<file path="config.mk">
export PLATFORM = sky130hd
export DESIGN_NAME = sweep_record_framer
export DESIGN_NICKNAME = d
export VERILOG_FILES = /design/src/rtl/sfr_pkg.sv /design/src/rtl/sfr_core.sv /design/src/rtl/sfr_emit.sv /design/src/rtl/sweep_record_framer.sv
export SDC_FILE = /design/constraint.sdc
export NUM_CORES = 1
export LEC_CHECK = 0
export ABC_AREA = 1
export BUFFER_PORTS_ARGS = -buffer_cell sky130_fd_sc_hd__buf_2
export CELL_PAD_IN_SITES_DETAIL_PLACEMENT = 0
export CELL_PAD_IN_SITES_GLOBAL_PLACEMENT = 1
export CORE_UTILIZATION = 45
export CTS_CLUSTER_SIZE = 8
export DETAILED_ROUTE_END_ITERATION = 12
export PLACE_DENSITY_LB_ADDON = 0.3
export SYNTH_ARGS = -nofsm -noshare
export SYNTH_HDL_FRONTEND = slang
export SYNTH_SLANG_ARGS = --single-unit
</file>
<file path="constraint.sdc">
create_clock -name clk_i -period 4.2 [get_ports clk_i]
set_input_delay 0.42 -clock clk_i [delete_from_list [all_inputs] [get_ports clk_i]]
set_output_delay 0.42 -clock clk_i [all_outputs]
set_load 0.01 [all_outputs]
</file>
<file path="src/rtl/sfr_pkg.sv">
// Package for the sweep record framer: action, kind and run-state codes,
// field widths and the word-set struct passed from the sweep core to the emitter.
// No dependencies.
`timescale 1ns / 1ps

package sfr_pkg;

  localparam int unsigned ChanW  = 16;
  localparam int unsigned CountW = 17;
  localparam int unsigned TsW    = 32;
  localparam int unsigned WordW  = 16;

  localparam logic [1:0] ACT_SAMPLE = 2'd0;
  localparam logic [1:0] ACT_STOP   = 2'd1;
  localparam logic [1:0] ACT_START  = 2'd2;

  localparam logic [1:0] KIND_TS_LO = 2'd0;
  localparam logic [1:0] KIND_TS_HI = 2'd1;
  localparam logic [1:0] KIND_POWER = 2'd2;

  localparam logic [1:0] RUN_NEW      = 2'd0;
  localparam logic [1:0] RUN_ACTIVE   = 2'd1;
  localparam logic [1:0] RUN_FINISHED = 2'd2;

  localparam logic [1:0] CFG_START_CH = 2'd0;
  localparam logic [1:0] CFG_STEP     = 2'd1;
  localparam logic [1:0] CFG_STOP_CH  = 2'd2;
  localparam logic [1:0] CFG_SWEEPS   = 2'd3;

  // Words produced by one sample
  typedef struct packed {
    logic             has_ts;
    logic             stop;
    logic [TsW-1:0]   ts;
    logic [WordW-1:0] power;
  } word_set_t;

endpackage

</file>
<file path="src/rtl/sfr_core.sv">
// Sweep core: configuration registers, channel / sweep counters and run state.
// Decides per input word which output words it causes. Depends on sfr_pkg.
`timescale 1ns / 1ps

module sfr_core (
  input  logic                           clk_i,
  input  logic                           rst_ni,
  input  logic                           cfg_we_i,
  input  logic [1:0]                     cfg_idx_i,
  input  logic [sfr_pkg::CountW-1:0]     cfg_wdata_i,
  input  logic [1:0]                     action_i,
  input  logic [sfr_pkg::WordW-1:0]      power_i,
  input  logic [sfr_pkg::TsW-1:0]        ts_i,
  input  logic                           step_i,
  output logic                           has_words_o,
  output sfr_pkg::word_set_t             words_o
);
  import sfr_pkg::*;

  logic [ChanW-1:0]  start_ch_q, step_q, stop_ch_q;
  logic [CountW-1:0] sweep_cnt_q;
  logic [CountW-1:0] channel_q, channel_d;
  logic [CountW-1:0] sweeps_q, sweeps_d;
  logic [1:0]        run_q, run_d;

  logic [CountW-1:0] start_ext, next_ch;
  logic              at_start, reach, neg, more, sample, fin;

  always_ff @(posedge clk_i or negedge rst_ni) begin
    if (!rst_ni) begin
      start_ch_q  <= '0;
      step_q      <= ChanW'(1);
      stop_ch_q   <= ChanW'(1);
      sweep_cnt_q <= '1;
    end else if (cfg_we_i) begin
      unique case (cfg_idx_i)
        CFG_START_CH: start_ch_q  <= cfg_wdata_i[ChanW-1:0];
        CFG_STEP:     step_q      <= cfg_wdata_i[ChanW-1:0];
        CFG_STOP_CH:  stop_ch_q   <= cfg_wdata_i[ChanW-1:0];
        CFG_SWEEPS:   sweep_cnt_q <= cfg_wdata_i;
        default: ;
      endcase
    end
  end

  assign start_ext = {1'b0, start_ch_q};
  assign at_start  = channel_q == start_ext;
  assign next_ch   = channel_q + {1'b0, step_q};
  assign reach     = next_ch >= {1'b0, stop_ch_q};
  assign neg       = sweeps_q[CountW-1];
  assign more      = !neg && (sweeps_q > CountW'(1));
  assign sample    = (action_i == ACT_SAMPLE) && (run_q == RUN_ACTIVE);
  assign fin       = sample && reach && !neg && !more;

  always_comb begin
    channel_d = channel_q;
    sweeps_d  = sweeps_q;
    run_d     = run_q;
    unique case (action_i)
      ACT_START: begin
        channel_d = start_ext;
        sweeps_d  = sweep_cnt_q;
        run_d     = RUN_ACTIVE;
      end
      ACT_STOP: begin
        sweeps_d = '0;
      end
      ACT_SAMPLE: begin
        if (run_q == RUN_ACTIVE) begin
          if (!reach) begin
            channel_d = next_ch;
          end else if (neg) begin
            channel_d = start_ext;
          end else if (more) begin
            sweeps_d  = sweeps_q - CountW'(1);
            channel_d = start_ext;
          end else begin
            channel_d = next_ch;
            run_d     = RUN_FINISHED;
          end
        end
      end
      default: ;
    endcase
  end

  always_ff @(posedge clk_i or negedge rst_ni) begin
    if (!rst_ni) begin
      channel_q <= '0;
      sweeps_q  <= '0;
      run_q     <= RUN_NEW;
    end else if (step_i) begin
      channel_q <= channel_d;
      sweeps_q  <= sweeps_d;
      run_q     <= run_d;
    end
  end

  assign has_words_o    = sample;
  assign words_o.has_ts = at_start;
  assign words_o.stop   = fin;
  assign words_o.ts     = ts_i;
  assign words_o.power  = power_i;

  a_fin_state: assert property (@(posedge clk_i) disable iff (!rst_ni)
    step_i && fin |=> run_q == RUN_FINISHED)
    else $error("finished sample did not end the run");

  a_start_arms: assert property (@(posedge clk_i) disable iff (!rst_ni)
    step_i && action_i == ACT_START |=> run_q == RUN_ACTIVE && channel_q[CountW-1] == 1'b0)
    else $error("start did not arm the run");

  a_stop_clears: assert property (@(posedge clk_i) disable iff (!rst_ni)
    step_i && action_i == ACT_STOP |=> sweeps_q == '0)
    else $error("stop did not clear remaining sweeps");

endmodule

</file>
<file path="src/rtl/sfr_emit.sv">
// Output emitter: holds one sample's word set, sends one word per handshake
// (timestamp low/high if present, then power). Depends on sfr_pkg.
`timescale 1ns / 1ps

module sfr_emit (
  input  logic                       clk_i,
  input  logic                       rst_ni,
  input  logic                       load_i,
  input  sfr_pkg::word_set_t         words_i,
  output logic                       free_o,
  output logic                       m_valid_o,
  input  logic                       m_ready_i,
  output logic [sfr_pkg::WordW-1:0]  word_o,
  output logic [1:0]                 kind_o,
  output logic                       last_o,
  output logic                       stop_o
);
  import sfr_pkg::*;

  // words still to send: 3 = ts low next, 2 = ts high next, 1 = power next
  logic [1:0] cnt_q, cnt_d;
  word_set_t  set_q;

  assign m_valid_o = cnt_q != 2'd0;
  assign free_o    = (cnt_q == 2'd0) || ((cnt_q == 2'd1) && m_ready_i);

  always_comb begin
    cnt_d = cnt_q;
    if (load_i) begin
      cnt_d = words_i.has_ts ? 2'd3 : 2'd1;
    end else if (m_valid_o && m_ready_i) begin
      cnt_d = cnt_q - 2'd1;
    end
  end

  always_ff @(posedge clk_i or negedge rst_ni) begin
    if (!rst_ni) begin
      cnt_q <= 2'd0;
    end else begin
      cnt_q <= cnt_d;
    end
  end

  always_ff @(posedge clk_i) begin
    if (load_i) begin
      set_q <= words_i;
    end
  end

  always_comb begin
    word_o = set_q.power;
    kind_o = KIND_POWER;
    unique case (cnt_q)
      2'd3: begin
        word_o = set_q.ts[WordW-1:0];
        kind_o = KIND_TS_LO;
      end
      2'd2: begin
        word_o = set_q.ts[TsW-1:WordW];
        kind_o = KIND_TS_HI;
      end
      default: ;
    endcase
  end

  assign last_o = cnt_q == 2'd1;
  assign stop_o = last_o && set_q.stop;

  a_load_free: assert property (@(posedge clk_i) disable iff (!rst_ni)
    load_i |-> free_o)
    else $error("word set loaded over unsent words");

  a_last_power: assert property (@(posedge clk_i) disable iff (!rst_ni)
    m_valid_o && last_o |-> kind_o == KIND_POWER)
    else $error("last word is not the power word");

  a_ts_order: assert property (@(posedge clk_i) disable iff (!rst_ni)
    m_valid_o && m_ready_i && kind_o == KIND_TS_LO |=> m_valid_o && kind_o == KIND_TS_HI)
    else $error("timestamp high half does not follow low half");

endmodule

</file>
<file path="src/rtl/sweep_record_framer.sv">
// Sweep record framer top level: input word register and handshake, sweep core,
// output emitter. Depends on sfr_pkg, sfr_core, sfr_emit.
// The input word is registered, then the words it causes load into the emitter.
// One sample per cycle while the emitter is free; a sample at sweep start sends
// 3 words, others the power word only; start, stop and ignored words send none.
// Reset: asynchronous, clears counters and run state, loads register defaults.
`timescale 1ns / 1ps

module sweep_record_framer (
  input  logic        clk_i,
  input  logic        rst_ni,
  input  logic        cfg_we_i,
  input  logic [1:0]  cfg_idx_i,
  input  logic [16:0] cfg_wdata_i,
  input  logic        s_axis_tvalid,
  output logic        s_axis_tready,
  input  logic [47:0] s_axis_tdata,   // power[15:0], timestamp[47:16]
  input  logic [1:0]  s_axis_tuser,   // action[1:0]
  output logic        m_axis_tvalid,
  input  logic        m_axis_tready,
  output logic [23:0] m_axis_tdata,   // word[15:0], stop[16], zero[23:17]
  output logic [1:0]  m_axis_tuser,   // kind[1:0]
  output logic        m_axis_tlast
);
  import sfr_pkg::*;

  logic             in_valid_q;
  logic [1:0]       action_q;
  logic [WordW-1:0] power_q;
  logic [TsW-1:0]   ts_q;

  logic       has_words, em_free, advance, load;
  word_set_t  words;
  logic [WordW-1:0] word;
  logic       stop;

  assign advance       = in_valid_q && (!has_words || em_free);
  assign load          = advance && has_words;
  assign s_axis_tready = !in_valid_q || advance;

  always_ff @(posedge clk_i or negedge rst_ni) begin
    if (!rst_ni) begin
      in_valid_q <= 1'b0;
    end else if (s_axis_tready) begin
      in_valid_q <= s_axis_tvalid;
    end
  end

  always_ff @(posedge clk_i) begin
    if (s_axis_tvalid && s_axis_tready) begin
      action_q <= s_axis_tuser;
      power_q  <= s_axis_tdata[WordW-1:0];
      ts_q     <= s_axis_tdata[WordW+TsW-1:WordW];
    end
  end

  sfr_core u_core (
    .clk_i       (clk_i),
    .rst_ni      (rst_ni),
    .cfg_we_i    (cfg_we_i),
    .cfg_idx_i   (cfg_idx_i),
    .cfg_wdata_i (cfg_wdata_i),
    .action_i    (action_q),
    .power_i     (power_q),
    .ts_i        (ts_q),
    .step_i      (advance),
    .has_words_o (has_words),
    .words_o     (words)
  );

  sfr_emit u_emit (
    .clk_i     (clk_i),
    .rst_ni    (rst_ni),
    .load_i    (load),
    .words_i   (words),
    .free_o    (em_free),
    .m_valid_o (m_axis_tvalid),
    .m_ready_i (m_axis_tready),
    .word_o    (word),
    .kind_o    (m_axis_tuser),
    .last_o    (m_axis_tlast),
    .stop_o    (stop)
  );

  assign m_axis_tdata = {7'd0, stop, word};

endmodule
</file>
==> flow_summary.html <==
<table>
<tr><th>Metric</th><th>Value</th></tr>
<tr><th colspan="2">Yosys</th></tr>
<tr><td>Count of flip-flops with a built-in enable after synthesis</td><td>between 90 and 100</td></tr>
<tr><td>Synthesized instance count</td><td>~1200</td></tr>
<tr><td>Async S/R FF share, synth</td><td>about half</td></tr>
<tr><td>Yosys Warn Count</td><td>0</td></tr>
<tr><td>Cell area after technology mapping</td><td>0.01041 mm²</td></tr>
<tr><td>Number of distinct library cells after synthesis</td><td>49</td></tr>
<tr><td>Post-synthesis average cell area</td><td>8.939 µm²</td></tr>
<tr><td>Top FF cell, synth</td><td>sky130_fd_sc_hd__edfxtp_1</td></tr>
<tr><td>Number of flip-flops and latches in the synthesized netlist</td><td>203</td></tr>
<tr><td>Register area share after synthesis</td><td>53.77%</td></tr>
<tr><th colspan="2">Global routing</th></tr>
<tr><td>Initial antenna violation count</td><td>1</td></tr>
<tr><td>First-pass GRT wire length</td><td>41960 µm</td></tr>
<tr><td>GRT Residual Overflow</td><td>0</td></tr>
<tr><td>Combined global-route utilization of all metal layers</td><td>23.09%</td></tr>
<tr><td>Number of global-route vias before repair</td><td>7693</td></tr>
<tr><td>Largest net degree at the start of global routing</td><td>just over 70</td></tr>
<tr><th colspan="2">Floorplanning</th></tr>
<tr><td>Number of placement rows</td><td>55</td></tr>
<tr><td>Initial cell density of the core</td><td>46.00%</td></tr>
<tr><td>Chip Width</td><td>about 150 µm</td></tr>
<tr><td>Vertical die dimension</td><td>roughly 150 µm</td></tr>
<tr><td>Placeable core area</td><td>0.02264 mm²</td></tr>
<tr><td># IOs</td><td>103</td></tr>
<tr><td>DIE AREA</td><td>0.02375 mm²</td></tr>
<tr><th colspan="2">Critical path</th></tr>
<tr><td>Type of the worst setup path</td><td>flop to flop</td></tr>
<tr><td>Element type at the critical path start</td><td>flop</td></tr>
<tr><td>Reg2reg setup slack</td><td>0.30 ns</td></tr>
<tr><td>Endpoint of the most critical register-to-register path</td><td>u_core.sweeps_q[13]$_DFFE_PN0P_</td></tr>
<tr><td>Worst setup path endpoint</td><td>u_core.sweeps_q[13]$_DFFE_PN0P_</td></tr>
<tr><td>Critical path endpoint category</td><td>flop</td></tr>
<tr><td>Source of the worst register-to-register timing path</td><td>u_core.channel_q[0]$_DFFE_PN0P_</td></tr>
<tr><td>Required @ worst endpoint</td><td>4.62 ns</td></tr>
<tr><td>Highest fanout seen on the critical path</td><td>18</td></tr>
<tr><td>R2R depth</td><td>23</td></tr>
<tr><td>CP Launch Point</td><td>u_core.channel_q[0]$_DFFE_PN0P_</td></tr>
<tr><td>CP Data Arrival Time</td><td>~4.3 ns</td></tr>
<tr><th colspan="2">Route</th></tr>
<tr><td>Drt first-iter violations</td><td>550</td></tr>
<tr><td>Wire length reported by the detailed router</td><td>26850 µm</td></tr>
<tr><td>DRC violation count after routing</td><td>0</td></tr>
<tr><td>TritonRoute pass-1 iters</td><td>5</td></tr>
<tr><td>Overall via count from detail_route</td><td>approximately 8000</td></tr>
<tr><td>Routed wirelength normalized by instance count</td><td>roughly 17 µm</td></tr>
<tr><td>Routed Antenna Nets</td><td>0</td></tr>
<tr><td>Detailed-route vias per instance</td><td>5.095</td></tr>
<tr><th colspan="2">Cells and area</th></tr>
<tr><td>Most frequent cells in the layout</td><td>sky130_fd_sc_hd__nand2_1, sky130_fd_sc_hd__inv_1, sky130_fd_sc_hd__edfxtp_1, sky130_fd_sc_hd__o21ai_0, sky130_fd_sc_hd__buf_2</td></tr>
<tr><td>Post-layout instance area</td><td>0.01196 mm²</td></tr>
<tr><td>Synthesis-to-layout area growth</td><td>14.86%</td></tr>
<tr><td>ANT cells</td><td>0</td></tr>
<tr><td>Utilization after layout</td><td>52.83%</td></tr>
<tr><td>Fin cells</td><td>approximately 1600</td></tr>
<tr><td>Most common library cell in the layout ignoring fill and taps</td><td>sky130_fd_sc_hd__nand2_1</td></tr>
<tr><td>Layout filler cell count</td><td>2133</td></tr>
<tr><td>Sequential cell area</td><td>0.005599 mm²</td></tr>
<tr><td>Area used by multi-input combinational logic</td><td>0.004145 mm²</td></tr>
<tr><td>Fraction of final layout cells with drive strength greater than 1</td><td>15.38%</td></tr>
<tr><td>Final Net Count</td><td>~1400</td></tr>
<tr><th colspan="2">Flow run</th></tr>
<tr><td>Max capacitance violation total</td><td>0</td></tr>
<tr><th colspan="2">STA</th></tr>
<tr><td>Number of setup violations in the final report</td><td>0</td></tr>
<tr><td>Max-Slew Margin vs Limit</td><td>27.17%</td></tr>
<tr><td>Clock Skews</td><td>0.02313 ns</td></tr>
<tr><td>Tmin final</td><td>around 4 ns</td></tr>
<tr><td>Crit share post-route</td><td>a little over 90%</td></tr>
<tr><td>RSZ-0062 raised after global routing</td><td>false</td></tr>
<tr><td>Accumulated negative setup slack</td><td>0 ns</td></tr>
<tr><td>Number of endpoints with negative hold slack in the final report</td><td>0</td></tr>
<tr><td>Top achievable clock speed</td><td>0.2567 GHz</td></tr>
<tr><td>Worst slew pin tran</td><td>roughly 1.1 ns</td></tr>
<tr><td>Final slew viol count</td><td>0</td></tr>
<tr><td>Worst path setup slack after routing</td><td>0.3037 ns</td></tr>
<tr><td>Final-layout worst hold slack</td><td>0.004428 ns</td></tr>
<tr><th colspan="2">Place</th></tr>
<tr><td>I/O Buffers</td><td>between 90 and 100</td></tr>
<tr><td>Half-perimeter wire length of the detailed placement result</td><td>19210 µm</td></tr>
<tr><td>Cell count after placement</td><td>1516</td></tr>
<tr><td>Weighted congestion reported at the end of routability-driven placement</td><td>0.8755</td></tr>
<tr><td>Instance area after placement</td><td>0.01111 mm²</td></tr>
<tr><td>Post-Place Worst Slack</td><td>approximately 0.25 ns</td></tr>
<tr><th colspan="2">Clocking</th></tr>
<tr><td>CTS Hold Bufs</td><td>0</td></tr>
<tr><td>Root buf cell</td><td>sky130_fd_sc_hd__clkbuf_16</td></tr>
<tr><td>Maximum root-to-sink buffer count</td><td>3</td></tr>
<tr><td>TritonCTS Sinks</td><td>203</td></tr>
<tr><td>Number of H-tree levels</td><td>1</td></tr>
<tr><td>Total CTS buffers</td><td>29</td></tr>
<tr><td>Post-CTS clock slew at the launch and capture registers of the worst setup and hold paths</td><td>0.06 ns</td></tr>
<tr><td>Clock tree from TritonCTS</td><td>done</td></tr>
<tr><td>Clock latency at the later pin of the worst-skew pair</td><td>0.54 ns</td></tr>
<tr><th colspan="2">Pwr</th></tr>
<tr><td>PwrDens</td><td>~760 mW/mm²</td></tr>
<tr><td>Total leakage power</td><td>5.661 nW</td></tr>
<tr><td>Maximum vdd ir drop</td><td>0.3989 mV</td></tr>
<tr><td>Power consumption</td><td>9.086 mW</td></tr>
<tr><th colspan="2">Run status</th></tr>
<tr><td>Result of the run</td><td>complete, no violations</td></tr>
<tr><th colspan="2">Min path</th></tr>
<tr><td>Min-Delay Path Class</td><td>input port to asynchronous set/reset pin</td></tr>
</table>
-- repair_timing --
| item | in CTS | in global routing |
|---|---|---|
| resized for setup | 0 | 2 |
| endpoints found under the setup margin | 0 | 16 |
| buffers inserted | 0 | 2 |
-- power breakdown --
part | switching (mW) | internal [mW] | leakage, nW
clock | 0.822 | 1.29 | 0.393
combinational | 2.74 | 1.47 | 3.08
sequential | 0.292 | 2.47 | 2.19
total | 3.85 | 5.23 | 5.66
-- kinds of logic after synthesis --
logic type	synth area share, %
and+or+nand+nor	22.29
DFF	53.77
AOI/OAI and AO/OA	9.792
adders and majority gates	4.878
muxes	0.1081
buffers and inverters	6.776
xor gates and xnor gates	2.355
other	0.03601
-- metal layers --
metal / track usage (%) / vias to the layer above / wire length, µm
met5: 0 / - / 0
met4: 7.667 / 0 / 768
met3: 3.608 / 54 / 1430
met2: 37.60 / 218 / 12400
met1: 31.52 / 3715 / 12250
li1: - / 4023 / -
-- critical path: stages (launching register included) --
cell                       delay, ns
sky130_fd_sc_hd__dfrtp_1        0.39
sky130_fd_sc_hd__ha_1           0.26
sky130_fd_sc_hd__fa_1           0.44
sky130_fd_sc_hd__nand3_1        0.11
sky130_fd_sc_hd__nand3_2        0.13
sky130_fd_sc_hd__nand2_1        0.11
sky130_fd_sc_hd__nand2_2        0.10
sky130_fd_sc_hd__xor2_2         0.19
sky130_fd_sc_hd__ha_1           0.33
sky130_fd_sc_hd__nand2_1        0.08
sky130_fd_sc_hd__nor2_1         0.14
sky130_fd_sc_hd__nand3b_1       0.10
sky130_fd_sc_hd__nand3_1        0.11
sky130_fd_sc_hd__nand2_1        0.06
sky130_fd_sc_hd__nand2_1        0.05
sky130_fd_sc_hd__nand2_1        0.05
sky130_fd_sc_hd__nand2_1        0.06
sky130_fd_sc_hd__nand2_2        0.23
sky130_fd_sc_hd__nand2_8        0.18
sky130_fd_sc_hd__clkinv_4       0.06
sky130_fd_sc_hd__nand2_4        0.18
sky130_fd_sc_hd__nand3_4        0.23
sky130_fd_sc_hd__nand2_1        0.12
sky130_fd_sc_hd__nand2_1        0.05
-- Yosys cell counts (5+ instances only) --
library cell / number / area, µm²
sky130_fd_sc_hd__nand2_1: 394 / 1479
sky130_fd_sc_hd__inv_1: 118 / 442.9
sky130_fd_sc_hd__edfxtp_1: 99 / 2973
sky130_fd_sc_hd__o21ai_0: 97 / 485.5
sky130_fd_sc_hd__dfrtp_1: 85 / 2127
sky130_fd_sc_hd__nand3_1: 45 / 225.2
sky130_fd_sc_hd__nor2_1: 41 / 153.9
sky130_fd_sc_hd__ha_1: 39 / 488.0
sky130_fd_sc_hd__a21oi_1: 33 / 165.2
sky130_fd_sc_hd__clkbuf_1: 24 / 90.09
sky130_fd_sc_hd__nand4_1: 23 / 143.9
sky130_fd_sc_hd__dfstp_2: 19 / 499.2
sky130_fd_sc_hd__a22oi_1: 16 / 120.1
sky130_fd_sc_hd__xnor2_1: 15 / 131.4
sky130_fd_sc_hd__xor2_1: 13 / 113.9
sky130_fd_sc_hd__a21boi_1: 12 / 90.09
sky130_fd_sc_hd__buf_4: 12 / 90.09
sky130_fd_sc_hd__and2_1: 8 / 50.05
sky130_fd_sc_hd__or2_2: 8 / 50.05
sky130_fd_sc_hd__a22o_1: 6 / 52.55
sky130_fd_sc_hd__buf_2: 5 / 25.02
sky130_fd_sc_hd__nand2_2: 5 / 31.28
sky130_fd_sc_hd__nor2_2: 5 / 31.28
-- worst min-delay path by stage --
stage                             from                        endpoint  slack, ns  cells after the start
finish                          rst_ni  u_core.sweeps_q[1]$_DFFE_PN0P_      0.004                      1
global route           s_axis_tdata[7]            power_q[7]$_DFFE_PP_       0.04                      1
CTS                             rst_ni  u_core.sweeps_q[1]$_DFFE_PN0P_       0.04                      1
detailed placement   ts_q[9]$_DFFE_PP_      u_emit.set_q[25]$_DFFE_PP_       0.40                      0
global placement    ts_q[15]$_DFFE_PP_      u_emit.set_q[31]$_DFFE_PP_       0.40                      0
floorplan                       rst_ni          in_valid_q$_DFFE_PN0N_       0.12                      0
-- registers in the layout, indices dropped and copies added, names as in the netlist --
| name | cells |
|---|---|
| u_core.step_q | 16 |
| in_valid_q | 1 |
| u_core.stop_ch_q | 16 |
| power_q | 16 |
| u_emit.cnt_q | 2 |
| ts_q | 32 |
| u_core.sweeps_q | 17 |
| u_core.sweep_cnt_q | 17 |
| u_core.run_q | 2 |
| u_emit.set_q | 49 |
| u_core.start_ch_q | 16 |
| action_q | 2 |
| u_core.channel_q | 17 |
-- final cells by class --
class / instances / share of cell area (%)
tap: 285 / 2.981
inverter: 123 / 3.902
multi-input combinational: 800 / 34.65
clock buffer: 52 / 6.789
clock inverter: 2 / 0.1151
sequential: 203 / 46.81
timing repair buffer: 107 / 4.749
Note: power is estimated with default switching activity, not from simulation.
